## src/sbb_pkg.sv

```systemverilog
// ----------------------------------------------------------------------------
// sbb_pkg
// Shared constants, types and arithmetic helpers of the separable 3x3 box blur.
// ----------------------------------------------------------------------------
package sbb_pkg;

	localparam int MAX_WIDTH   = 2048;
	localparam int MAX_HEIGHT  = 2048;

	localparam int CH_W        = 8;
	localparam int CFG_W       = 12;
	localparam int CFG_IDX_W   = 1;

	localparam int STORE_DEPTH = 2 * MAX_WIDTH;
	localparam int ADDR_W      = $clog2(STORE_DEPTH);
	localparam int W_W         = $clog2(MAX_WIDTH + 1);
	localparam int H_W         = $clog2(MAX_HEIGHT + 1);
	localparam int POS_W       = $clog2(MAX_WIDTH * MAX_HEIGHT + MAX_WIDTH + 1);
	localparam int MUL_W       = W_W + H_W + 1;

	localparam int DIV3_MUL    = 683;
	localparam int DIV3_SHIFT  = 11;
	localparam int SUM_W       = CH_W + 2;
	localparam int PROD_W      = SUM_W + DIV3_SHIFT + 1;

	localparam logic [CFG_W-1:0] FRAME_WIDTH_RST  = CFG_W'(800);
	localparam logic [CFG_W-1:0] FRAME_HEIGHT_RST = CFG_W'(600);

	typedef enum logic [CFG_IDX_W-1:0] {
		REG_FRAME_WIDTH  = 1'b0,
		REG_FRAME_HEIGHT = 1'b1
	} cfg_reg_t;

	typedef struct packed {
		logic [CH_W-1:0] r;
		logic [CH_W-1:0] g;
		logic [CH_W-1:0] b;
	} pix_t;

	localparam int PIX_W = $bits(pix_t);

	typedef logic [ADDR_W-1:0] addr_t;

	typedef struct packed {
		pix_t  cur;
		pix_t  prev1;
		pix_t  prev2;
		logic  have_h;
		logic  emit;
		logic  last;
		logic  gate_a;
		addr_t waddr;
		addr_t raddr_a;
		addr_t raddr_b;
	} iss_t;

	typedef struct packed {
		logic  en;
		addr_t addr;
		pix_t  data;
	} wr_t;

	function automatic logic [CH_W-1:0] div3(input logic [SUM_W-1:0] s);
		logic [PROD_W-1:0] prod;
		prod = PROD_W'(s) * PROD_W'(DIV3_MUL);
		return prod[DIV3_SHIFT +: CH_W];
	endfunction

	function automatic pix_t tri_avg(input pix_t a, input pix_t b, input pix_t c);
		pix_t res;
		res.r = div3(SUM_W'(a.r) + SUM_W'(b.r) + SUM_W'(c.r));
		res.g = div3(SUM_W'(a.g) + SUM_W'(b.g) + SUM_W'(c.g));
		res.b = div3(SUM_W'(a.b) + SUM_W'(b.b) + SUM_W'(c.b));
		return res;
	endfunction

	function automatic logic [W_W-1:0] clamp_w(input logic [CFG_W-1:0] v);
		logic [W_W-1:0] res;
		if (v == '0) begin
			res = W_W'(1);
		end else if (int'(v) > MAX_WIDTH) begin
			res = W_W'(MAX_WIDTH);
		end else begin
			res = W_W'(v);
		end
		return res;
	endfunction

	function automatic logic [H_W-1:0] clamp_h(input logic [CFG_W-1:0] v);
		logic [H_W-1:0] res;
		if (v == '0) begin
			res = H_W'(1);
		end else if (int'(v) > MAX_HEIGHT) begin
			res = H_W'(MAX_HEIGHT);
		end else begin
			res = H_W'(v);
		end
		return res;
	endfunction

endpackage

```

## src/sbb_dpath.sv

```systemverilog
// ----------------------------------------------------------------------------
// sbb_dpath
// Filter pipeline: horizontal average and row store write, vertical
// average, result register.
// ----------------------------------------------------------------------------
module sbb_dpath import sbb_pkg::*; (
	input  logic    clk,
	input  logic    arst_n,
	input  logic    proceed,
	input  iss_t    iss,
	input  pix_t    rdata_a,
	input  pix_t    rdata_b,
	input  logic    out_ready,
	output logic    s1_free,
	output wr_t     wr,
	output logic    out_valid,
	output pix_t    out_pix,
	output logic    out_last
);

	logic  s1_valid_q;
	pix_t  cur_s1;
	pix_t  prev1_s1;
	pix_t  prev2_s1;
	logic  have_h_s1;
	logic  emit_s1;
	logic  last_s1;
	logic  gate_a_s1;
	addr_t waddr_s1;
	logic  byp_a_s1;
	logic  byp_b_s1;
	pix_t  byp_s1;

	logic  s2_valid_q;
	pix_t  a_s2;
	pix_t  b_s2;
	pix_t  c_s2;
	logic  last_s2;

	logic  out_valid_q;
	pix_t  out_pix_q;
	logic  out_last_q;

	pix_t  h_s1;
	logic  out_free;
	logic  s2_free;
	logic  s2_adv;
	logic  s1_adv;
	logic  s2_load;

	always_comb begin
		h_s1     = tri_avg(prev2_s1, prev1_s1, cur_s1);
		out_free = !out_valid_q || out_ready;
		s2_adv   = s2_valid_q && out_free;
		s2_free  = !s2_valid_q || out_free;
		s1_adv   = s1_valid_q && (!emit_s1 || s2_free);
		s1_free  = !s1_valid_q || s1_adv;
		s2_load  = s1_adv && emit_s1;
		wr.en    = s1_adv && have_h_s1;
		wr.addr  = waddr_s1;
		wr.data  = h_s1;
	end

	always_ff @(posedge clk or negedge arst_n) begin
		if (!arst_n) begin
			s1_valid_q  <= 1'b0;
			s2_valid_q  <= 1'b0;
			out_valid_q <= 1'b0;
		end else begin
			if (proceed) begin
				s1_valid_q <= 1'b1;
			end else if (s1_adv) begin
				s1_valid_q <= 1'b0;
			end
			if (s2_load) begin
				s2_valid_q <= 1'b1;
			end else if (s2_adv) begin
				s2_valid_q <= 1'b0;
			end
			if (s2_adv) begin
				out_valid_q <= 1'b1;
			end else if (out_ready) begin
				out_valid_q <= 1'b0;
			end
		end
	end

	// bypass a same-cycle store write to a location the new word reads
	always_ff @(posedge clk) begin
		if (proceed) begin
			cur_s1    <= iss.cur;
			prev1_s1  <= iss.prev1;
			prev2_s1  <= iss.prev2;
			have_h_s1 <= iss.have_h;
			emit_s1   <= iss.emit;
			last_s1   <= iss.last;
			gate_a_s1 <= iss.gate_a;
			waddr_s1  <= iss.waddr;
			byp_a_s1  <= wr.en && (wr.addr == iss.raddr_a);
			byp_b_s1  <= wr.en && (wr.addr == iss.raddr_b);
			byp_s1    <= h_s1;
		end
		if (s2_load) begin
			a_s2    <= gate_a_s1 ? (byp_a_s1 ? byp_s1 : rdata_a) : '0;
			b_s2    <= byp_b_s1 ? byp_s1 : rdata_b;
			c_s2    <= have_h_s1 ? h_s1 : '0;
			last_s2 <= last_s1;
		end
		if (s2_adv) begin
			out_pix_q  <= tri_avg(a_s2, b_s2, c_s2);
			out_last_q <= last_s2;
		end
	end

	assign out_valid = out_valid_q;
	assign out_pix   = out_pix_q;
	assign out_last  = out_last_q;

endmodule

```

## config.mk

```make
export PLATFORM = sky130hd
export DESIGN_NAME = sbb_dpath
export DESIGN_NICKNAME = d
export VERILOG_FILES = /design/src/sbb_pkg.sv /design/src/sbb_dpath.sv
export SDC_FILE = /design/constraint.sdc
export NUM_CORES = 1
export LEC_CHECK = 0
export ABC_AREA = 1
export BUFFER_PORTS_ARGS = -buffer_cell sky130_fd_sc_hd__buf_4
export CORE_MARGIN = 2
export CORE_UTILIZATION = 55
export CTS_CLUSTER_SIZE = 16
export DETAILED_ROUTE_END_ITERATION = 8
export PLACE_DENSITY = 0.74
export SETUP_SLACK_MARGIN = 0.2
export SLEW_MARGIN = 40
export SYNTH_ARGS = -nofsm -noshare
export SYNTH_HDL_FRONTEND = slang
export SYNTH_SLANG_ARGS = --single-unit
```

## constraint.sdc

```tcl
create_clock -name clk -period 10.58 [get_ports clk]
set_clock_uncertainty 0.15 [all_clocks]
set_input_delay 3.174 -clock clk [delete_from_list [all_inputs] [get_ports clk]]
set_output_delay 3.174 -clock clk [all_outputs]
set_load 0.01 [all_outputs]
```

* Yosys cells after proc, flatten, opt, wreduce, memory -nomap -nowiden
Cells that the tools add are included.
** Storage, ports and cells
- Word-level logic and storage cells :: 81
- Register bits after elaboration :: 215
- Output and inout bits :: 64
- Input bits :: 164
** Operators by class
- Eq/ne operators :: 2
- $add $sub $neg :: 12
- Multiply operators :: 6
- Reduce and logical (&&, ||, !) cells :: 17
- Mux-type cells :: 8
** Operator list (number)
- multiplier 10 x 10 -> 19 bit (second input constant) :: 6
- adder 9 x 8 -> 10 bit :: 6
- adder 8 x 8 -> 9 bit :: 6
- 2-to-1 mux 24 bit :: 2
- equality test 12 bit :: 2
- logical AND 1 bit :: 6
- 2-to-1 mux 1 bit :: 6
- nonzero test 2 bit :: 3
- zero test 1 bit :: 4
- logical OR 1 bit :: 4

* Longest topological paths before layout
Gate-level depths: netlist of run 1.
- Depth in word-level cells :: 7
- Depth in mapped cells :: 33
- Gate-level depth less buffers :: 33

* Least setup slack after synthesis of run 1
Ideal clock, no wire load.
- Path kind :: register to output
- Start :: register cur_s1[17] (netlist bit)
- End :: output wr[20] (netlist bit)
- Path slack :: 1850 ps
- Required time :: 7256 ps
- Arrival time :: 5406 ps
- Stages on the path, launching flop included :: 28
- Cells stage by stage :: edfxtp_1 -> inv_1 -> fa_1 -> inv_1 -> ha_1 -> fa_1 -> nand2_1 -> nand3_1 -> nand2_1 -> nor2_1 -> nor2_1 -> xor2_1 -> ha_1 -> ha_1 -> fa_1 -> fa_1 -> inv_1 -> fa_1 -> inv_1 -> ha_1 -> a21o_1 -> a21boi_0 -> nor2_1 -> nor2_1 -> nand2_1 -> nand2_1 -> nand2_1 -> inv_1
** RTL lines
- start, declared :: line sbb_dpath.sv:22 : pix_t cur_s1;
- start signal, assigned :: line sbb_dpath.sv:91 : cur_s1 <= iss.cur;
- end, declared :: line sbb_dpath.sv:15 : output wr_t wr,

==> qor.txt, run 1 <==
Total gr overflow - 0
Synthesized area per cell - 9.55 µm²
Commonest non-fill, non-tap cell in the layout - inv_1
Clock Sinks - 215
TritonCTS buffer count - 25
HP Start - last_s1
Setup Fix Bufs, Post-CTS - 0
Maximum root-to-sink buffer count - 3
Routed vias/inst - 5.23
Outcome - complete, no violations
Fin Setup TNS - 0 ns
CTS tree - done
CTS resizes - 0
Worst-path fanout max - 3
WP data arrival - 6.68 ns
Max frequency - 99.9 MHz
Final number of hold-violating endpoints - 0
Clock Root Buffer - clkbuf_16
Commonest non-fill, non-tap cells in the layout - inv_1 (427), nand2_1 (391), ha_1 (383)
First-pass GRT wire length - 80.0 mm
Min cycle time layout - 10.01 ns
FF-to-FF path depth - 25
Post-route ant nets - 0
All-Layer GR Usage - 24.1%
First-pass DRT Iterations - 5
Average routed wire per standard cell - 15.9 µm
Layout cells sized above 1 - 13.0%
RSZ-0062 raised after global routing - false
Critical Path RT - 7.26 ns
Critical-path cell list - inv_1, fa_1, inv_1, ha_1, fa_1, nand2_1, nand3_1, nand2_1, nor2_1, nor2_1, xor2_1, ha_1, ha_1, fa_1, fa_1, inv_1, fa_1, inv_1, ha_1, a21o_1, a21boi_0, nand3_1, xor2_1, buf_4
Register area - 6440 µm²
Ports - 228
Syn nets - 3,023
Final Slew Violations - 0
Critical Path Source Type - register
Max-Cap Viols - 0
Period utilisation layout - 94.6%
Final-layout fill cell count - 3,233
Buffers on Ports - 227
Routed wire length - 49.2 mm
Area of the core - 39,600 µm²
Synth async-reset ratio - 1.40%
H-tree depth reported by CTS - 1
Worst hold path class - register to register
Hold EP - last_s2
Vias in the first global route - 17,000
Worst Hold Depth - 0
Routed via count - 16,200
Clock Latency Late Sink - 0.56 ns
Yosys reg bits - 215
RD Place Congestion - 0.957
CP Capture Type - primary output
Detail Placement HPWL - 41.6 mm
Die height - 204 µm
Area occupied by multi-input gates - 13,900 µm²
Number of setup violations in the final report - 0
Post-Syn Area - 22,000 µm²
Netlist cell types - 49
Synth Instances - 2,304
Worst-path clk slew - 0.06 ns
Nets@finish - 3,271
Max-Slew Margin vs Limit - 47.9%
Synth Flop Type - edfxtp_1
Area Growth Syn to Fin - 14.4%
CP max stage cell - fa_1
Yosys warnings - 0
Worst r2r dst - c_s2[16]
Largest net degree at the start of global routing - 74
Most frequent CP cell - fa_1
CP peak stage delay - 0.55 ns
DRT iter0 DRCs - 622
Reg2Reg Setup Slack - 4.21 ns
Chip width - 204 µm
# rows - 73
R2r startpoint - cur_s1[17]
Tightest Pin Transition - 0.781 ns
Sequential area share after synthesis - 29.3%
Initial Utilization - 55.5%
Number of synthesized flops with an enable pin - 212
Die area - 41,600 µm²
CP Class - register to primary output
Hold_buf cts - 0
DRC violations left - 0
Antenna violations before repair - 4
routing by layer:
layer,vias up,track usage [%],wire (µm)
met1,7604,28.2,19900
met4,2,10.4,2080
met2,381,43.5,24700
met5,-,0,13
li1,8078,-,-
met3,126,4.10,2560
through the flow:
step	hold WS [ns]	instance area (µm²)	util [%]	worst slack, ns	std cells
after floorplan	0.250	22000	-	1.85	2304
after global placement	0.257	24400	61.4	1.23	3049
after detailed placement	0.262	24400	61.4	1.13	3049
after CTS	0.275	25100	63.4	0.543	3095
after global routing	0.276	25200	63.5	0.216	3098
final	0.274	25200	63.5	0.574	3098
registers in the layout, summed over array words and instances (netlist names), 12 cells and up:
signal and count:
out_pix 24, waddr_s1 12, byp_s1 24, c_s2 24, a_s2 24, prev1_s1 24
prev2_s1 24, cur_s1 24, b_s2 24
worst max-delay path, delay by kind of cell (launching register included):
kind	cells	cell delay, ns
adders and majority gates	9	3.68
AOI/OAI and AO/OA	2	0.42
buffers and inverters	5	0.42
and+or+nand+nor	6	0.58
xor gates and xnor gates	2	0.70
DFF	1	0.32
cells in the mapped netlist (8+ instances only):
master	instances	area (µm²)
edfxtp_1	212	6370
nand4_1	8	50.1
xnor2_1	39	342
clkbuf_1	8	30.0
nor2_1	174	653
ha_1	383	4790
a21oi_1	105	526
nand3b_1	14	105
o21ai_0	80	400
mux2_2	24	270
a21o_1	17	128
o21bai_1	20	150
nor3_1	19	95.1
inv_1	429	1610
nand2_1	391	1470
nor4_1	9	56.3
nand3_1	81	405
fa_1	172	3440
xor2_1	47	412
layout make-up:
type | count | area share, %
clock inverter | 15 | 0.557
clock buffer | 31 | 2.58
multi-input combinational | 1643 | 55.2
inverter | 434 | 6.48
timing repair buffer | 233 | 7.00
sequential | 215 | 25.6
tap | 525 | 2.61
antenna | 2 | 0.0199
worst max path at each step:
stage	startpoint	endpoint	slack, ns	cells past startpoint
final	cur_s1[17]	wr[16]	0.57	24
after global routing	cur_s1[17]	wr[16]	0.22	24
after CTS	cur_s1[17]	wr[16]	0.54	22
after detailed placement	cur_s1[17]	wr[16]	1.13	22
after global placement	cur_s1[17]	wr[16]	1.23	22
after floorplan	cur_s1[17]	wr[20]	1.85	27
kinds of logic (layout without fill, tap and decap cells):
family / Yosys count / in the layout / share of synthesized area, %
compound gates: 248 / 248 / 6.45
xor+xnor: 96 / 96 / 4.32
fa+ha+maj: 555 / 555 / 37.4
buf+inv: 446 / 713 / 7.64
flops: 215 / 215 / 29.3
mux: 24 / 24 / 1.23
other cells: 0 / 2 / 0
simple gates: 720 / 720 / 13.7
Power of run 1 is left out: the tool's default activity adds up to more than one toggle a clock period on the data nets, which glitch-free logic cannot reach.
==> inputs of run 2 (changes only) <==
--- a/config.mk
+++ b/config.mk
@@ -11,7 +11,7 @@
 export CORE_UTILIZATION = 55
 export CTS_CLUSTER_SIZE = 16
 export DETAILED_ROUTE_END_ITERATION = 8
-export PLACE_DENSITY = 0.74
+export PLACE_DENSITY = 0.77
 export SETUP_SLACK_MARGIN = 0.2
 export SLEW_MARGIN = 40
 export SYNTH_ARGS = -nofsm -noshare
==> constraint.sdc (replaced) <==
create_clock -name clk -period 8.9 [get_ports clk]
set_clock_uncertainty 0.15 [all_clocks]
set_input_delay 2.67 -clock clk [delete_from_list [all_inputs] [get_ports clk]]
set_output_delay 2.67 -clock clk [all_outputs]
set_load 0.01 [all_outputs]
==> run 2 against run 1 <==
Global-route usage grew 2.2 points. Critical endpoint is now c_s2[7]. Highest routed layer is now met4. Worst setup slack lost 0.72 ns. Die area is the same. The flow now finishes with violations (negative setup slack). Register-to-register slack lost 4.4 ns.
==> qor.txt, run 2 (synthesized netlist as in run 1, its figures left out) <==
CTS tree - done
Nets@finish - 3,415
Tightest Pin Transition - 0.853 ns
Critical Path RT - 9.14 ns
Hold_buf cts - 0
Most frequent CP cell - buf_4
Post-layout util - 71.6%
Clock Sinks - 215
Layout cells sized above 1 - 29.2%
HP Start - last_s2
Worst-path clk slew - 0.07 ns
Commonest non-fill, non-tap cell in the layout - inv_1
Number of setup violations in the final report - 9
Hold slack - 0.311 ns
R2r startpoint - prev1_s1[1]
Area after DPL - 24,400 µm²
Largest net degree at the start of global routing - 70
Ports - 228
Final-layout fill cell count - 2,787
Die height - 204 µm
H-tree depth reported by CTS - 1
Commonest non-fill, non-tap cells in the layout - inv_1 (377), buf_4 (335), nand2_1 (309)
CP peak stage delay - 0.55 ns
CP Class - register to register
Average routed wire per standard cell - 18.1 µm
All-Layer GR Usage - 26.3%
First-pass GRT wire length - 87.5 mm
Worst hold path class - register to register
Vias in the first global route - 18,300
Buffers on Ports - 227
Area Growth Syn to Fin - 29.1%
Routed wire length - 58.7 mm
WP data arrival - 9.28 ns
CP Launch Point - prev1_s1[1]
CP Capture Type - register
Clock Latency Late Sink - 0.56 ns
CP max stage cell - fa_1
Final non-filler cell area - 28,400 µm²
Final Slew Violations - 0
Area of the core - 39,600 µm²
Clock Root Buffer - clkbuf_16
Initial Utilization - 55.5%
Max-Cap Viols - 0
Fin Setup TNS - -0.623 ns
DRC violations left - 0
Routed via count - 17,600
Final number of hold-violating endpoints - 0
Detail Placement HPWL - 42.1 mm
Critical Path Source Type - register
DRT iter0 DRCs - 1,036
Routed vias/inst - 5.44
Die area - 41,600 µm²
RSZ-0062 raised after global routing - true
Maximum root-to-sink buffer count - 3
Period utilisation layout - 102%
# rows - 73
Chip width - 204 µm
RD Place Congestion - 0.944
Max-Slew Margin vs Limit - 42.8%
Post-route ant nets - 0
Failing checks - negative setup slack
PnR worst setup slack - -0.142 ns
TritonCTS buffer count - 25
Max frequency - 111 MHz
Worst-path fanout max - 5
Total gr overflow - 0
Antenna violations before repair - 4
Min cycle time layout - 9.04 ns
First-pass DRT Iterations - 5
Outcome - finished, violations left
==> run 2: timing repair <==
action / 4_1_cts / 5_1_grt
buffers inserted: 101 / 32
resized for setup: 241 / 197
setup endpoints to repair: 24 / 26
pin swaps: 119 / 137
==> run 2: final timing paths <==
| path | endpoint | slack [ns] | depth (start not counted) |
|---|---|---|---|
| worst max-delay path | c_s2[7] | -0.14 | 54 |
| worst min-delay path | out_last | 0.31 | 0 |
| worst max register to register | c_s2[7] | -0.14 | 54 |
| worst min register to register | out_last | 0.31 | 0 |
| max in group asynchronous | s2_valid_q | 6.76 | 1 |
| min in group asynchronous | s1_valid_q | 1.74 | 1 |
==> run 2: worst max-delay path: cells and delay by family, from the launching register on <==
family	cells	cell delay, ns
XOR/XNOR	2	0.43
flip-flops	1	0.39
adder cells (fa/ha/maj)	8	2.77
buffers and inverters	32	3.70
AND/OR/NAND/NOR	12	1.40
==> run 2: routing by layer <==
| layer | vias to the layer above | share of wire, % | global-route usage, % | wire, µm |
|---|---|---|---|---|
| li1 | 8344 | - | - | - |
| met5 | - | 0 | 0 | 0 |
| met2 | 622 | 51 | 48.3 | 29900 |
| met4 | 0 | 6.1 | 12.8 | 3550 |
| met3 | 225 | 4.9 | 3.41 | 2880 |
| met1 | 8446 | 38 | 30.1 | 22300 |
==> run 2: through the flow <==
step	instances	setup slack, ns
final	3243	-0.142
after floorplan	2304	0.674
after detailed placement	3060	-0.00505
after global placement	3059	0.116
after global routing	3243	-0.366
after CTS	3206	0.0434
==> run 2: final cells by class <==
type	instances	area, µm²	area share [%]
Antenna cell	4	10.0	0.0353
Multi-Input combinational cell	1643	15800	55.8
Inverter	434	1650	5.80
Tap cell	525	657	2.31
Sequential cell	215	6440	22.7
Clock buffer	27	633	2.23
Clock inverter	18	154	0.542
Timing Repair Buffer	377	3010	10.6
Power of run 2 is left out for the same reason.
