<file path="src/sbb_pkg.sv">
// ----------------------------------------------------------------------------
// sbb_pkg
// Shared constants, types and arithmetic helpers of the separable 3x3 box blur.
// ----------------------------------------------------------------------------
package sbb_pkg;

	localparam int MAX_WIDTH   = 2048;
	localparam int MAX_HEIGHT  = 2048;

	localparam int CH_W        = 8;
	localparam int CFG_W       = 12;
	localparam int CFG_IDX_W   = 1;

	localparam int STORE_DEPTH = 2 * MAX_WIDTH;
	localparam int ADDR_W      = $clog2(STORE_DEPTH);
	localparam int W_W         = $clog2(MAX_WIDTH + 1);
	localparam int H_W         = $clog2(MAX_HEIGHT + 1);
	localparam int POS_W       = $clog2(MAX_WIDTH * MAX_HEIGHT + MAX_WIDTH + 1);
	localparam int MUL_W       = W_W + H_W + 1;

	localparam int DIV3_MUL    = 683;
	localparam int DIV3_SHIFT  = 11;
	localparam int SUM_W       = CH_W + 2;
	localparam int PROD_W      = SUM_W + DIV3_SHIFT + 1;

	localparam logic [CFG_W-1:0] FRAME_WIDTH_RST  = CFG_W'(800);
	localparam logic [CFG_W-1:0] FRAME_HEIGHT_RST = CFG_W'(600);

	typedef enum logic [CFG_IDX_W-1:0] {
		REG_FRAME_WIDTH  = 1'b0,
		REG_FRAME_HEIGHT = 1'b1
	} cfg_reg_t;

	typedef struct packed {
		logic [CH_W-1:0] r;
		logic [CH_W-1:0] g;
		logic [CH_W-1:0] b;
	} pix_t;

	localparam int PIX_W = $bits(pix_t);

	typedef logic [ADDR_W-1:0] addr_t;

	typedef struct packed {
		pix_t  cur;
		pix_t  prev1;
		pix_t  prev2;
		logic  have_h;
		logic  emit;
		logic  last;
		logic  gate_a;
		addr_t waddr;
		addr_t raddr_a;
		addr_t raddr_b;
	} iss_t;

	typedef struct packed {
		logic  en;
		addr_t addr;
		pix_t  data;
	} wr_t;

	function automatic logic [CH_W-1:0] div3(input logic [SUM_W-1:0] s);
		logic [PROD_W-1:0] prod;
		prod = PROD_W'(s) * PROD_W'(DIV3_MUL);
		return prod[DIV3_SHIFT +: CH_W];
	endfunction

	function automatic pix_t tri_avg(input pix_t a, input pix_t b, input pix_t c);
		pix_t res;
		res.r = div3(SUM_W'(a.r) + SUM_W'(b.r) + SUM_W'(c.r));
		res.g = div3(SUM_W'(a.g) + SUM_W'(b.g) + SUM_W'(c.g));
		res.b = div3(SUM_W'(a.b) + SUM_W'(b.b) + SUM_W'(c.b));
		return res;
	endfunction

	function automatic logic [W_W-1:0] clamp_w(input logic [CFG_W-1:0] v);
		logic [W_W-1:0] res;
		if (v == '0) begin
			res = W_W'(1);
		end else if (int'(v) > MAX_WIDTH) begin
			res = W_W'(MAX_WIDTH);
		end else begin
			res = W_W'(v);
		end
		return res;
	endfunction

	function automatic logic [H_W-1:0] clamp_h(input logic [CFG_W-1:0] v);
		logic [H_W-1:0] res;
		if (v == '0) begin
			res = H_W'(1);
		end else if (int'(v) > MAX_HEIGHT) begin
			res = H_W'(MAX_HEIGHT);
		end else begin
			res = H_W'(v);
		end
		return res;
	endfunction

endpackage

</file>
<file path="src/sbb_if.sv">


interface sbb_cfg_if import sbb_pkg::*; ();
	logic                 valid;
	logic                 ready;
	logic [CFG_IDX_W-1:0] index;
	logic [CFG_W-1:0]     data;

	modport source (output valid, index, data, input ready);
	modport sink   (input valid, index, data, output ready);
endinterface

</file>
<file path="src/sbb_ctrl.sv">
// ----------------------------------------------------------------------------
// sbb_ctrl
// Frame sequencing: config registers, frame size latch, position counter,
// pixel window, and the per-word issue decisions and store addresses.
// ----------------------------------------------------------------------------
module sbb_ctrl import sbb_pkg::*; (
	input  logic          clk,
	input  logic          arst_n,
	sbb_cfg_if.sink       cfg,
	input  logic          accept,
	input  logic          mode,
	input  pix_t          pix,
	output logic          proceed,
	output iss_t          iss
);

	logic [CFG_W-1:0] fw_q;
	logic [CFG_W-1:0] fh_q;
	logic [W_W-1:0]   cw_q;
	logic [POS_W-1:0] n_q;
	logic [POS_W-1:0] end_q;
	logic [POS_W-1:0] pos_q;
	pix_t             win0_q;
	pix_t             win1_q;

	logic             first;
	logic [W_W-1:0]   w_new;
	logic [H_W-1:0]   h_new;
	logic [W_W-1:0]   w;
	logic [MUL_W-1:0] n_full;
	logic [MUL_W-1:0] end_full;
	logic             in_frame;
	logic [POS_W-1:0] w_ext;

	assign cfg.ready = 1'b1;

	always_ff @(posedge clk or negedge arst_n) begin
		if (!arst_n) begin
			fw_q <= FRAME_WIDTH_RST;
			fh_q <= FRAME_HEIGHT_RST;
		end else if (cfg.valid) begin
			unique case (cfg_reg_t'(cfg.index))
				REG_FRAME_WIDTH:  fw_q <= cfg.data;
				REG_FRAME_HEIGHT: fh_q <= cfg.data;
				default: ;
			endcase
		end
	end

	always_comb begin
		first    = (pos_q == '0);
		w_new    = clamp_w(fw_q);
		h_new    = clamp_h(fh_q);
		w        = first ? w_new : cw_q;
		w_ext    = POS_W'(w);
		n_full   = MUL_W'(w_new) * MUL_W'(h_new);
		end_full = n_full + MUL_W'(w_new);
		in_frame = first || (pos_q < n_q);
		proceed  = accept && !(in_frame && mode);

		iss.cur     = in_frame ? pix : '0;
		iss.prev1   = first ? '0 : win0_q;
		iss.prev2   = (pos_q > POS_W'(1)) ? win1_q : '0;
		iss.have_h  = !first && (pos_q <= n_q);
		iss.emit    = pos_q > w_ext;
		iss.last    = !first && (pos_q == end_q);
		iss.gate_a  = pos_q > (w_ext << 1);
		iss.waddr   = ADDR_W'(pos_q) - ADDR_W'(1);
		iss.raddr_b = ADDR_W'(pos_q) - ADDR_W'(w) - ADDR_W'(1);
		iss.raddr_a = ADDR_W'(pos_q) - ADDR_W'(w_ext << 1) - ADDR_W'(1);
	end

	always_ff @(posedge clk or negedge arst_n) begin
		if (!arst_n) begin
			pos_q  <= '0;
			cw_q   <= W_W'(1);
			n_q    <= POS_W'(1);
			end_q  <= POS_W'(2);
			win0_q <= '0;
			win1_q <= '0;
		end else if (proceed) begin
			if (first) begin
				cw_q  <= w_new;
				n_q   <= n_full[POS_W-1:0];
				end_q <= end_full[POS_W-1:0];
			end
			pos_q  <= (iss.emit && iss.last) ? '0 : pos_q + POS_W'(1);
			win1_q <= win0_q;
			win0_q <= iss.cur;
		end
	end

endmodule

</file>
<file path="src/flat_wrapper.sv">
// flat-port wrapper written by rule: the top's interface ports become plain ports
module sbb_ctrl_flat import sbb_pkg::*;
  (clk, arst_n, accept, mode, pix, proceed, iss, cfg_valid, cfg_index, cfg_data, cfg_ready);
  sbb_cfg_if cfg_i ();
  input  logic clk;
  input  logic arst_n;
  input  logic accept;
  input  logic mode;
  input  pix_t pix;
  output logic proceed;
  output iss_t iss;
  input wire logic [$bits(cfg_i.valid)-1:0] cfg_valid;
  input wire logic [$bits(cfg_i.index)-1:0] cfg_index;
  input wire logic [$bits(cfg_i.data)-1:0] cfg_data;
  output wire logic [$bits(cfg_i.ready)-1:0] cfg_ready;
  assign cfg_i.valid = cfg_valid;
  assign cfg_i.index = cfg_index;
  assign cfg_i.data = cfg_data;
  assign cfg_ready = cfg_i.ready;
  sbb_ctrl u_core (.clk(clk), .arst_n(arst_n), .cfg(cfg_i), .accept(accept), .mode(mode), .pix(pix), .proceed(proceed), .iss(iss));
endmodule
</file>
<file path="config.mk">
export PLATFORM = sky130hd
export DESIGN_NAME = sbb_ctrl_flat
export DESIGN_NICKNAME = d
export VERILOG_FILES = /design/src/sbb_pkg.sv /design/src/sbb_if.sv /design/src/sbb_ctrl.sv /design/src/flat_wrapper.sv
export SDC_FILE = /design/constraint.sdc
export NUM_CORES = 1
export LEC_CHECK = 0
export ABC_AREA = 1
export BUFFER_PORTS_ARGS = -buffer_cell sky130_fd_sc_hd__buf_2
export CORE_MARGIN = 2
export CORE_UTILIZATION = 25
export DETAILED_ROUTE_END_ITERATION = 8
export SLEW_MARGIN = 40
export SYNTH_ARGS = -nofsm -noshare
export SYNTH_HDL_FRONTEND = slang
export SYNTH_SLANG_ARGS = --single-unit
export TNS_END_PERCENT = 1
</file>
<file path="constraint.sdc">
create_clock -name clk -period 11.6 [get_ports clk]
set_clock_uncertainty 0.05 [all_clocks]
set_input_delay 0.58 -clock clk [delete_from_list [all_inputs] [get_ports clk]]
set_output_delay 0.58 -clock clk [all_outputs]
set_load 0.005 [all_outputs]
</file>
Word-level counts from Yosys, hierarchy flattened
Cells that the tools add are included.
{"block": "word_totals", "register_bits": 153, "in_bits": 42, "wordCells": 52}
{"block": "op_classes", "n_addsub": 7, "mul": 1, "magnitude_cmp": 7, "eq_ne": 1, "n_mux": 9, "bitwise": 1, "n_reduce_logical": 14}
{"cell": "$mux 24", "count": 3}
{"cell": "$mux 12", "count": 5}
{"cell": "$sub 12x1->12 const B", "count": 3}
{"cell": "$gt 12x12->1 const B", "count": 2}
{"cell": "$logic_not 12->1", "count": 2}
{"cell": "$sub 12x12->12", "count": 2}
{"cell": "$add 23x1->23 const B", "count": 1}
{"cell": "$add 23x12->23", "count": 1}
{"cell": "$eq 23x23->1", "count": 1}
{"cell": "$gt 23x1->1 const B", "count": 1}
{"cell": "$gt 23x12->1", "count": 1}
{"cell": "$gt 23x13->1", "count": 1}
{"cell": "$le 23x23->1", "count": 1}
{"cell": "$logic_not 23->1", "count": 1}
{"cell": "$lt 23x23->1", "count": 1}
{"cell": "$mul 12x12->23", "count": 1}
{"cell": "$mux 23", "count": 1}
{"cell": "$reduce_and 2->1", "count": 3}
{"cell": "$logic_and 1x1->1", "count": 5}
{"cell": "$logic_not 1->1", "count": 2}
{"cell": "$logic_or 1x1->1", "count": 1}
{"cell": "$not 1->1", "count": 1}

Depth between registers and ports, before layout
Gate-level depths: netlist (run 1).
{"block": "logic_depth", "ltp_word": 7, "ltp_mapped": 37}

Worst setup path after synthesis (run 1)
Ideal clock, no wire load.
{"block": "synth_timing", "path_kind": "register -> register", "startpoint": "register u_core.fh_q[5]", "endpoint": "register u_core.end_q[16]", "t_arrival_ps": 6046, "required_ps": 11433, "path_slack_ps": 5387, "path_stages_with_launch": 33, "path_buffers": 0, "period_less_slack_ps": 6213, "path_cell_list": "dfrtp_1 > inv_1 > nand4_1 > nor2_1 > nand3b_1 > nand2_1 > clkinv_1 > nor2_1 > nand2_1 > fa_1 > fa_1 > fa_1 > inv_1 > fa_1 > inv_1 > fa_1 > inv_1 > ha_1 > nand2_1 > inv_1 > nand2_1 > nand2_1 > inv_1 > nand2_1 > xor2_1 > ha_1 > a21o_1 > a21oi_1 > a21boi_1 > nor2_2 > xor2_1 > nand2_1 > nand2_1"}
{"block": "synth_between", "elab_chain_cells": 5}
{"element": "start: declaration", "line": "sbb_ctrl.sv:18", "rtl": "logic [CFG_W-1:0] fh_q;"}
{"element": "start signal: assignment", "line": "sbb_ctrl.sv:44", "rtl": "REG_FRAME_HEIGHT: fh_q <= cfg.data;"}
{"element": "$gt 12x12->1", "line": "sbb_pkg.sv:93", "rtl": "end else if (int'(v) > MAX_HEIGHT) begin"}
{"element": "$mux 12", "line": "sbb_pkg.sv:93"}
{"element": "$mux 12 *", "line": "sbb_pkg.sv:91", "rtl": "if (v == '0) begin"}
{"element": "$mul 12x12->23 *", "line": "sbb_ctrl.sv:56", "rtl": "n_full = MUL_W'(w_new) * MUL_W'(h_new);"}
{"element": "named net u_core.n_full[11]", "line": "sbb_ctrl.sv:30", "rtl": "logic [MUL_W-1:0] n_full;"}
{"element": "$add 23x12->23 *", "line": "sbb_ctrl.sv:57", "rtl": "end_full = n_full + MUL_W'(w_new);"}
{"element": "end signal: assignment", "line": "sbb_ctrl.sv:85", "rtl": "end_q <= end_full[POS_W-1:0];"}
{"element": "end: declaration", "line": "sbb_ctrl.sv:21", "rtl": "logic [POS_W-1:0] end_q;"}
The timed path passes the listed nets; every way through them passes the cells marked *.
A chain may end at the register's enable or synchronous reset.

Worst setup path in the final report (run 1)
{"block": "layout_timing", "startpoint": "register u_core.fh_q[5]", "endpoint": "register u_core.end_q[11]"}
Same word-level chain as after synthesis.

==> results of run 1 <==
==> worst max-delay path: cells and delay by family (launching register included) <==
family	cells	cell delay [ns]
AND/OR/NAND/NOR	14	2.18
flip-flops	1	0.38
XOR/XNOR	1	0.25
AO/OA/AOI/OAI	3	0.45
buffers and inverters	5	0.38
adder cells (fa/ha/maj)	7	3.18
==> cells by family after synthesis <==
| kind of cell | share of synthesized area |
|---|---|
| other | 0.0002438 |
| DFF | 0.2498 |
| buffers and inverters | 0.1295 |
| xor gates and xnor gates | 0.05296 |
| AOI/OAI and AO/OA | 0.08070 |
| and+or+nand+nor | 0.2548 |
| adders and majority gates | 0.2320 |
==> state kept, by name, indices dropped and copies added, names as in the netlist <==
signal / flops
u_core.pos_q: 23
u_core.win0_q: 24
u_core.fw_q: 12
u_core.end_q: 23
u_core.n_q: 23
u_core.fh_q: 12
u_core.cw_q: 12
u_core.win1_q: 24
==> routing by layer <==
| layer | GRT usage | share of wire | vias to the layer above |
|---|---|---|---|
| met4 | 0.03821 | 0.018 | 0 |
| met5 | 0 | 0 | - |
| met3 | 0.02404 | 0.059 | 49 |
| met1 | 0.1858 | 0.45 | 6466 |
| li1 | - | - | 6845 |
| met2 | 0.2432 | 0.47 | 409 |
==> cells in the mapped netlist, types with 12 or more instances <==
master	count	area [um2]
nand2_1	562	2110
inv_1	398	1494
nor2_1	218	818.3
dfrtp_1	143	3578
ha_1	122	1526
fa_1	102	2042
o21ai_1	95	475.5
nand3_1	73	365.4
xor2_1	62	543.0
o21ai_0	61	305.3
a21oi_1	52	260.3
nand4_1	35	219.0
xnor2_1	31	271.5
nor3_1	21	105.1
buf_2	17	85.08
buf_6	16	180.2
inv_2	15	56.30
clkbuf_1	13	48.80
clkinv_1	12	45.04
==> how the worst min path moves through the flow <==
| stage | start | to | slack (ns) |
|---|---|---|---|
| after floorplan | arst_n | u_core.cw_q[10] | 0.23 |
| after global placement | u_core.cw_q[0] | u_core.cw_q[0] | 0.42 |
| after detailed placement | u_core.cw_q[0] | u_core.cw_q[0] | 0.42 |
| after CTS | arst_n | u_core.win1_q[21] | 0.12 |
| after global routing | arst_n | u_core.win1_q[21] | 0.14 |
| final | arst_n | u_core.win1_q[21] | 0.09 |
==> per-stage QoR <==
stage	hold WS [ns]	cell area, um2	cells	setup WS [ns]
5_1_grt	0.1382	17420	3058	4.000
3_3_place_gp	0.4185	16810	3026	4.735
4_1_cts	0.1233	17420	3058	4.633
6_report	0.08746	17420	3058	4.602
3_5_place_dp	0.4249	16840	3026	4.665
2_1_floorplan	0.2344	15380	2139	5.387
==> final cells by class <==
type | count | area [um2] | share of cell area
Clock buffer | 21 | 460.4 | 0.02643
Sequential cell | 153 | 3841 | 0.2205
Tap cell | 782 | 978.4 | 0.05617
Timing Repair Buffer | 161 | 837.1 | 0.04805
Multi-Input combinational cell | 1503 | 9579 | 0.5499
Inverter | 427 | 1607 | 0.09223
Clock inverter | 11 | 116.4 | 0.006680
==> power groups by stage <==
stage / clock network (mW) / registers, mW / logic, mW
after floorplan: 0 / 0.818 / 1.96
after global placement: 0 / 0.872 / 2.95
after detailed placement: 0 / 0.875 / 2.96
after CTS: 0.563 / 0.866 / 2.98
after global routing: 0.589 / 0.892 / 3.34
final: 0.553 / 0.868 / 2.96
==> summary.md, run 1 <==
| Metric | Value |
|---|---|
| Vias in the first global route | 13,500 |
| Required @ worst endpoint | 11.87 ns |
| Number of H-tree levels | 4 |
| Core Region | 60,580 um2 |
| Gate power share | 0.675 |
| CP most frequent cell | nand2_1 |
| Sum Neg Setup Slack | 0 ns |
| Type of element capturing the critical path | flop |
| Layout Area Growth over Synthesis | 13.26% |
| Syn_nets | ~2,400 |
| Post-Route WL | 44,270 um |
| First-pass GRT wire length | 72,510 um |
| Actual slew at the worst max-slew pin | 0.8134 ns |
| NumNets Final | 2,529 |
| Worst path slowest cell | nor2_1 |
| #FFs+latches synth | about 150 |
| Clock Path Buffers | 2 |
| Crit path time final | 6.998 ns |
| Detailed-route via count | 13,770 |
| Clock root buffer | clkbuf_16 |
| Syn avg cell area | 7.190 um2 |
| Cells on worst reg2reg path | 30 |
| Worst setup path startpoint | u_core.fh_q[5] |
| Post-Syn Instances | approximately 2,100 |
| Clock sinks | 153 |
| Full die area | about 64,000 um2 |
| Routed Antenna Nets | 0 |
| Maxcap violations | 0 |
| Switching share of power | 0.5193 |
| # diodes | 0 |
| Hold_buf cts | 0 |
| Initial DRC Count | 1,147 |
| Yosys cell types | 48 |
| Row count | 90 |
| Leakage | 9.381 nW |
| Post-cts sizing count | 0 |
| Arrival time worst endpoint | 7.27 ns |
| Die Ht | 252.0 um |
| Commonest non-fill, non-tap cells in the layout | nand2_1, inv_1, nor2_1, buf_2, dfrtp_1 |
| I/O pins | 156 |
| Switching power | 2.274 mW |
| DP HPWL | 35,520 um |
| GP Congestion | 0.9380 |
| Sequential area share after synthesis | 0.2498 |
| Ys flop type | dfrtp_1 |
| Internal power | roughly 2.1 mW |
| GR Util All Layers | 0.1425 |
| Fmax achieved | 0.1429 GHz |
| Max-slew violations | 0 |
| Number of flops mapped to enable cells by yosys | 0 |
| Max incr delay on CP | between 0.5 and 0.6 ns |
| Post-CTS setup buffers | 0 |
| Status | finished, final reports clean |
| Clock latency on the worst-skew pair | 0.44 ns |
| Post-route DRC | 0 |
| Peak supply drop | roughly 0.11 mV |
| Die Wd | approximately 250 um |
| Wire length per cell | roughly 14 um |
| Routed vias/inst | between 4 and 5 |
| Worst r2r src | u_core.fh_q[5] |
| Drt first pass iters | 5 |
| CTS tree | yes |
| Clk slew on worst S/H paths | 0.07 ns |
| Starting Density | 0.2539 |
| Final Cycle Share | 0.6033 |
| Final setup fails | 0 |
| Share of post-route cells with drive strength above 1 | 0.1081 |
| Total gr overflow | 0 |
| Antenna violations before repair | 0 |
| CP Capture Point | u_core.end_q[11] |
| Largest net degree at the start of global routing | 93 |
| Reg-to-reg slack, setup | between 4 and 5 ns |
| Final core occ | 0.2875 |
| Power, Total | between 4 and 5 mW |
| CTS buffer count | 17 |
| Fill count | about 6,600 |
| Synth Warn # | 0 |
| Sequential share of power | 0.198 |
| Hold Fails Final Rpt | 0 |
| Pwr dens | 251.4 nW/um2 |
| PortBufs | 154 |
| RSZ-0062 raised after global routing | false |
| Synthesized cell area | around 15,000 um2 |
| Worst hold-check path type | input pin to async pin |
| Clock power share | 0.126 |
| Reg2Reg Capture Point | u_core.end_q[11] |
| Startpoint Class | flop |
| Critical setup path kind | flop to flop |
| Critical path fanouts, max | 10 |
| Most common cell after layout, fill and taps aside | nand2_1 |
| Asr flop ratio synth | 1.000 |
| Rel. slew slack | 0.4557 |
Power figures use the tool's default switching activity.
==> run 2: changes to the inputs <==
- ABC_AREA: 1 -> 0
- clock period: 11.6 -> 5.7 ns (I/O delays scaled with it)
==> run 2 against run 1 <==
Effect of this change:
- the run now ends with negative setup slack left
- routed wire length shrank 2.5%
- fmax is 8.9% higher
- first-iteration DRC count is 18% lower
- worst hold slack lost 0.041 ns
- flip-flop and latch count did not move
- design area rose by 7.1%
- non-clock buffer count grew 218
- critical path depth down 8
- register-to-register slack got worse by 5.3 ns
- largest power group unchanged
- die area fell by 7.4%
==> summary.md, run 2 <==
| Metric | Value |
|---|---|
| Wire length per cell | 15.46 um (was 14.48 um) |
| Ys flop type | dfrtp_1 (unchanged) |
| Syn_nets | 1,960 (was 2,405) |
| Share of post-route cells with drive strength above 1 | 0.2720 (was 0.1081) |
| Routed vias/inst | 4.609 (was 4.503) |
| Non-Filler Instances | 2,793 (was 3,058) |
| Asr flop ratio synth | 1.000 (unchanged) |
| Vias in the first global route | 12,910 (was 13,500) |
| Syn avg cell area | 8.399 um2 (was 7.190 um2) |
| Arrival time worst endpoint | 6.75 ns (was 7.27 ns) |
| Clk slew on worst S/H paths | 0.07 ns (about the same) |
| Initial DRC Count | 940 (was 1,147) |
| CTS tree | yes (unchanged) |
| Yosys cell types | 66 (was 48) |
| Synthesized cell area | 14,230 um2 (was 15,380 um2) |
| Clock latency on the worst-skew pair | 0.45 ns (was 0.44 ns) |
| I/O pins | 156 (unchanged) |
| Most common library cells after synthesis | nand2_1, inv_1, dfrtp_1 (was nand2_1, inv_1, nor2_1) |
| Worst r2r src | u_core.fw_q[5] (was u_core.fh_q[5]) |
| Type of element capturing the critical path | flop (unchanged) |
| Most numerous cell in the Yosys netlist | nand2_1 (unchanged) |
| Clock Path Buffers | 2 (unchanged) |
| Antenna violations before repair | 0 (unchanged) |
| Startpoint Class | flop (unchanged) |
| Pwr dens | 479.0 nW/um2 (was 251.4 nW/um2) |
| Pre-CTS worst setup slack | -0.9329 ns (was 4.665 ns) |
| Post-Syn Instances | 1,694 (was 2,139) |
| Commonest non-fill, non-tap cells in the layout | nand2_1, buf_4, inv_1, buf_2, dfrtp_1 (was nand2_1, inv_1, nor2_1, buf_2, dfrtp_1) |
| Peak supply drop | 0.2930 mV (was 0.1080 mV) |
| # diodes | 0 (unchanged) |
| RSZ-0062 raised after global routing | true (was false) |
| Post-route DRC | 0 (unchanged) |
| Synth Warn # | 0 (unchanged) |
| Top cells by area, synth | dfrtp_1, fa_1, ha_1 (was dfrtp_1, nand2_1, fa_1) |
| Hold Fails Final Rpt | 0 (unchanged) |
| CP Capture Point | u_core.end_q[22] (was u_core.end_q[11]) |
| Number of flops mapped to enable cells by yosys | 0 (unchanged) |
| PortBufs | 154 (unchanged) |
| Actual slew at the worst max-slew pin | 0.6431 ns (was 0.8134 ns) |
| Drt first pass iters | 5 (unchanged) |
| Worst setup path startpoint | u_core.fw_q[5] (was u_core.fh_q[5]) |
| First-pass GRT wire length | 68,570 um (was 72,510 um) |
| Worst hold-check path type | input pin to flop (was input pin to async pin) |
| Cells on worst reg2reg path | 22 (was 30) |
| Post-Route WL | 43,190 um (was 44,270 um) |
| Reg-to-reg slack, setup | -0.73 ns (was 4.60 ns) |
| Final setup fails | 16 (was 0) |
| # placed instances | 2,741 (was 3,026) |
| Required @ worst endpoint | 6.03 ns (was 11.87 ns) |
| Full die area | 58,840 um2 (was 63,520 um2) |
| Top Registers | u_core.win0_q (24), u_core.win1_q (24) (unchanged) |
| Largest net degree at the start of global routing | 108 (was 93) |
| Status | finished with violations (was finished, final reports clean) |
| NumNets Final | 2,290 (was 2,529) |
| #FFs+latches synth | 153 (unchanged) |
| Layout Area Growth over Synthesis | 31.13% (was 13.26%) |
| Critical setup path kind | flop to flop (unchanged) |
| Rel. slew slack | 0.5693 (was 0.4557) |
| GR Util All Layers | 0.1445 (was 0.1425) |
| Total gr overflow | 0 (unchanged) |
| Clock root buffer | clkbuf_16 (unchanged) |
| Maxcap violations | 0 (unchanged) |
| Top-area cell type share of the netlist area | 0.2515 (was 0.2327) |
| Crit path time final | 6.426 ns (was 6.998 ns) |
| Most common cell after layout, fill and taps aside | nand2_1 (unchanged) |
| Die Ht | 242.6 um (was 252.0 um) |
| Final Cycle Share | 1.127 (was 0.6033) |
| Max-slew violations | 0 (unchanged) |
| Critical path fanouts, max | 5 (was 10) |
| DP HPWL | 34,920 um (was 35,520 um) |
| Routed Antenna Nets | 0 (unchanged) |
| GP Congestion | 0.9067 (was 0.9380) |
| CTS buffer count | 17 (unchanged) |
| Failing checks | negative setup slack |
| Starting Density | 0.2528 (was 0.2539) |
| Clock sinks | 153 (unchanged) |
| Leakage | 9.247 nW (was 9.381 nW) |
| Fmax achieved | 0.1556 GHz (was 0.1429 GHz) |
| Final worst slack | -0.7259 ns (was 4.602 ns) |
| Reg2Reg Capture Point | u_core.end_q[22] (was u_core.end_q[11]) |
| Core Region | 56,280 um2 (was 60,580 um2) |
| Post-synth top area cell | dfrtp_1 (unchanged) |
| Number of H-tree levels | 4 (unchanged) |
| Detailed-route via count | 12,870 (was 13,770) |
| Sequential area share after synthesis | 0.2700 (was 0.2498) |
| Die Wd | 242.6 um (was 252.0 um) |
| Row count | 87 (was 90) |
[run 2: changes by cell type after synthesis, sizes merged, moves of 19 or more]
cell and delta:
nor2 -111, and2 +54, nand3 -46, xor2 -27
buf -37, nor2b +56, a21o +19, clkbuf +50
nand2 -223, nand4 -21, inv -245, o21ai -45
xnor2 +21, mux2 +23
[run 2: worst min path at each step]
stage	slack, ns	cells past startpoint	start	to
after floorplan	-0.06	0	arst_n	u_core.cw_q[10]
after global placement	0.40	2	u_core.win1_q[12]	u_core.win1_q[12]
after detailed placement	0.36	1	arst_n	u_core.win0_q[18]
after CTS	0.03	2	cfg_data[9]	u_core.fw_q[9]
after global routing	0.03	2	cfg_data[7]	u_core.fw_q[7]
final	0.05	2	cfg_data[5]	u_core.fw_q[5]
[run 2: metal layers]
metal,global-route usage,part of all wire,up-vias
met3,0.02105,0.040,63
met2,0.2488,0.49,313
met1,0.1859,0.44,6292
met4,0.04557,0.025,0
met5,0,0,-
li1,-,-,6204
[run 2: metrics by stage]
stage                     power, mW  TNS [ns]  area (um2)    util  hold slack (ns)
after detailed placement      7.368    -9.500       17500  0.3109           0.3561
after global routing          9.672    -9.537       18660  0.3315          0.03274
after CTS                     8.771    -7.012       18310  0.3253          0.03208
after global placement        7.279    -8.425       17460  0.3103           0.4009
after floorplan               4.836    -2.280       14490       -         -0.06059
final                         8.937    -5.262       18660  0.3315          0.04645
[run 2: kinds of logic after synthesis]
kind of cell / count (synthesis) / share of synthesized area
AOI/OAI and AO/OA: 266 / 0.1180
xor gates and xnor gates: 87 / 0.05355
adders and majority gates: 226 / 0.2522
buffers and inverters: 248 / 0.06639
DFF: 153 / 0.2700
muxes: 23 / 0.01820
other: 1 / 0.0002636
and+or+nand+nor: 690 / 0.2214
[run 2: power by group]
group / leakage (nW) / switching [mW] / internal [mW]
Combinational: 7.08 / 3.32 / 3.06
Sequential: 1.88 / 0.130 / 1.24
Clock: 0.282 / 0.487 / 0.703
[run 2: cell type report]
cell class / instances / area, um2
fill: 5829 / 37620
inverter: 179 / 709.4
timing repair inverter: 1 / 8.758
timing repair buffer: 379 / 2584
tap: 756 / 945.9
sequential: 153 / 3845
multi-input combinational: 1293 / 9955
clock buffer: 19 / 442.9
clock inverter: 13 / 167.7
[run 2: what timing repair did]
item                                   CTS  global route
gates resized for setup                 31            55
pin swaps                               26            24
hold buffers                             1             0
endpoints found under the hold margin   99             0
gates cloned                             0             1
setup buffers                            7            10
setup endpoints to repair               20            25
[run 2: worst max-delay path: stages, from the launching register on]
cell,delay [ns]
dfstp_2,0.55
buf_4,0.12
nand2_2,0.06
clkinv_2,0.09
nand2_1,0.08
fa_1,0.59
fa_1,0.44
fa_1,0.49
inv_1,0.06
fa_1,0.53
inv_1,0.06
fa_1,0.53
inv_1,0.06
ha_4,0.28
o21ai_0,0.08
nor2_1,0.23
nand4_1,0.20
a211oi_2,0.29
xnor2_1,0.13
or4_4,0.54
or3_4,0.38
or4_1,0.40
nand3_1,0.09
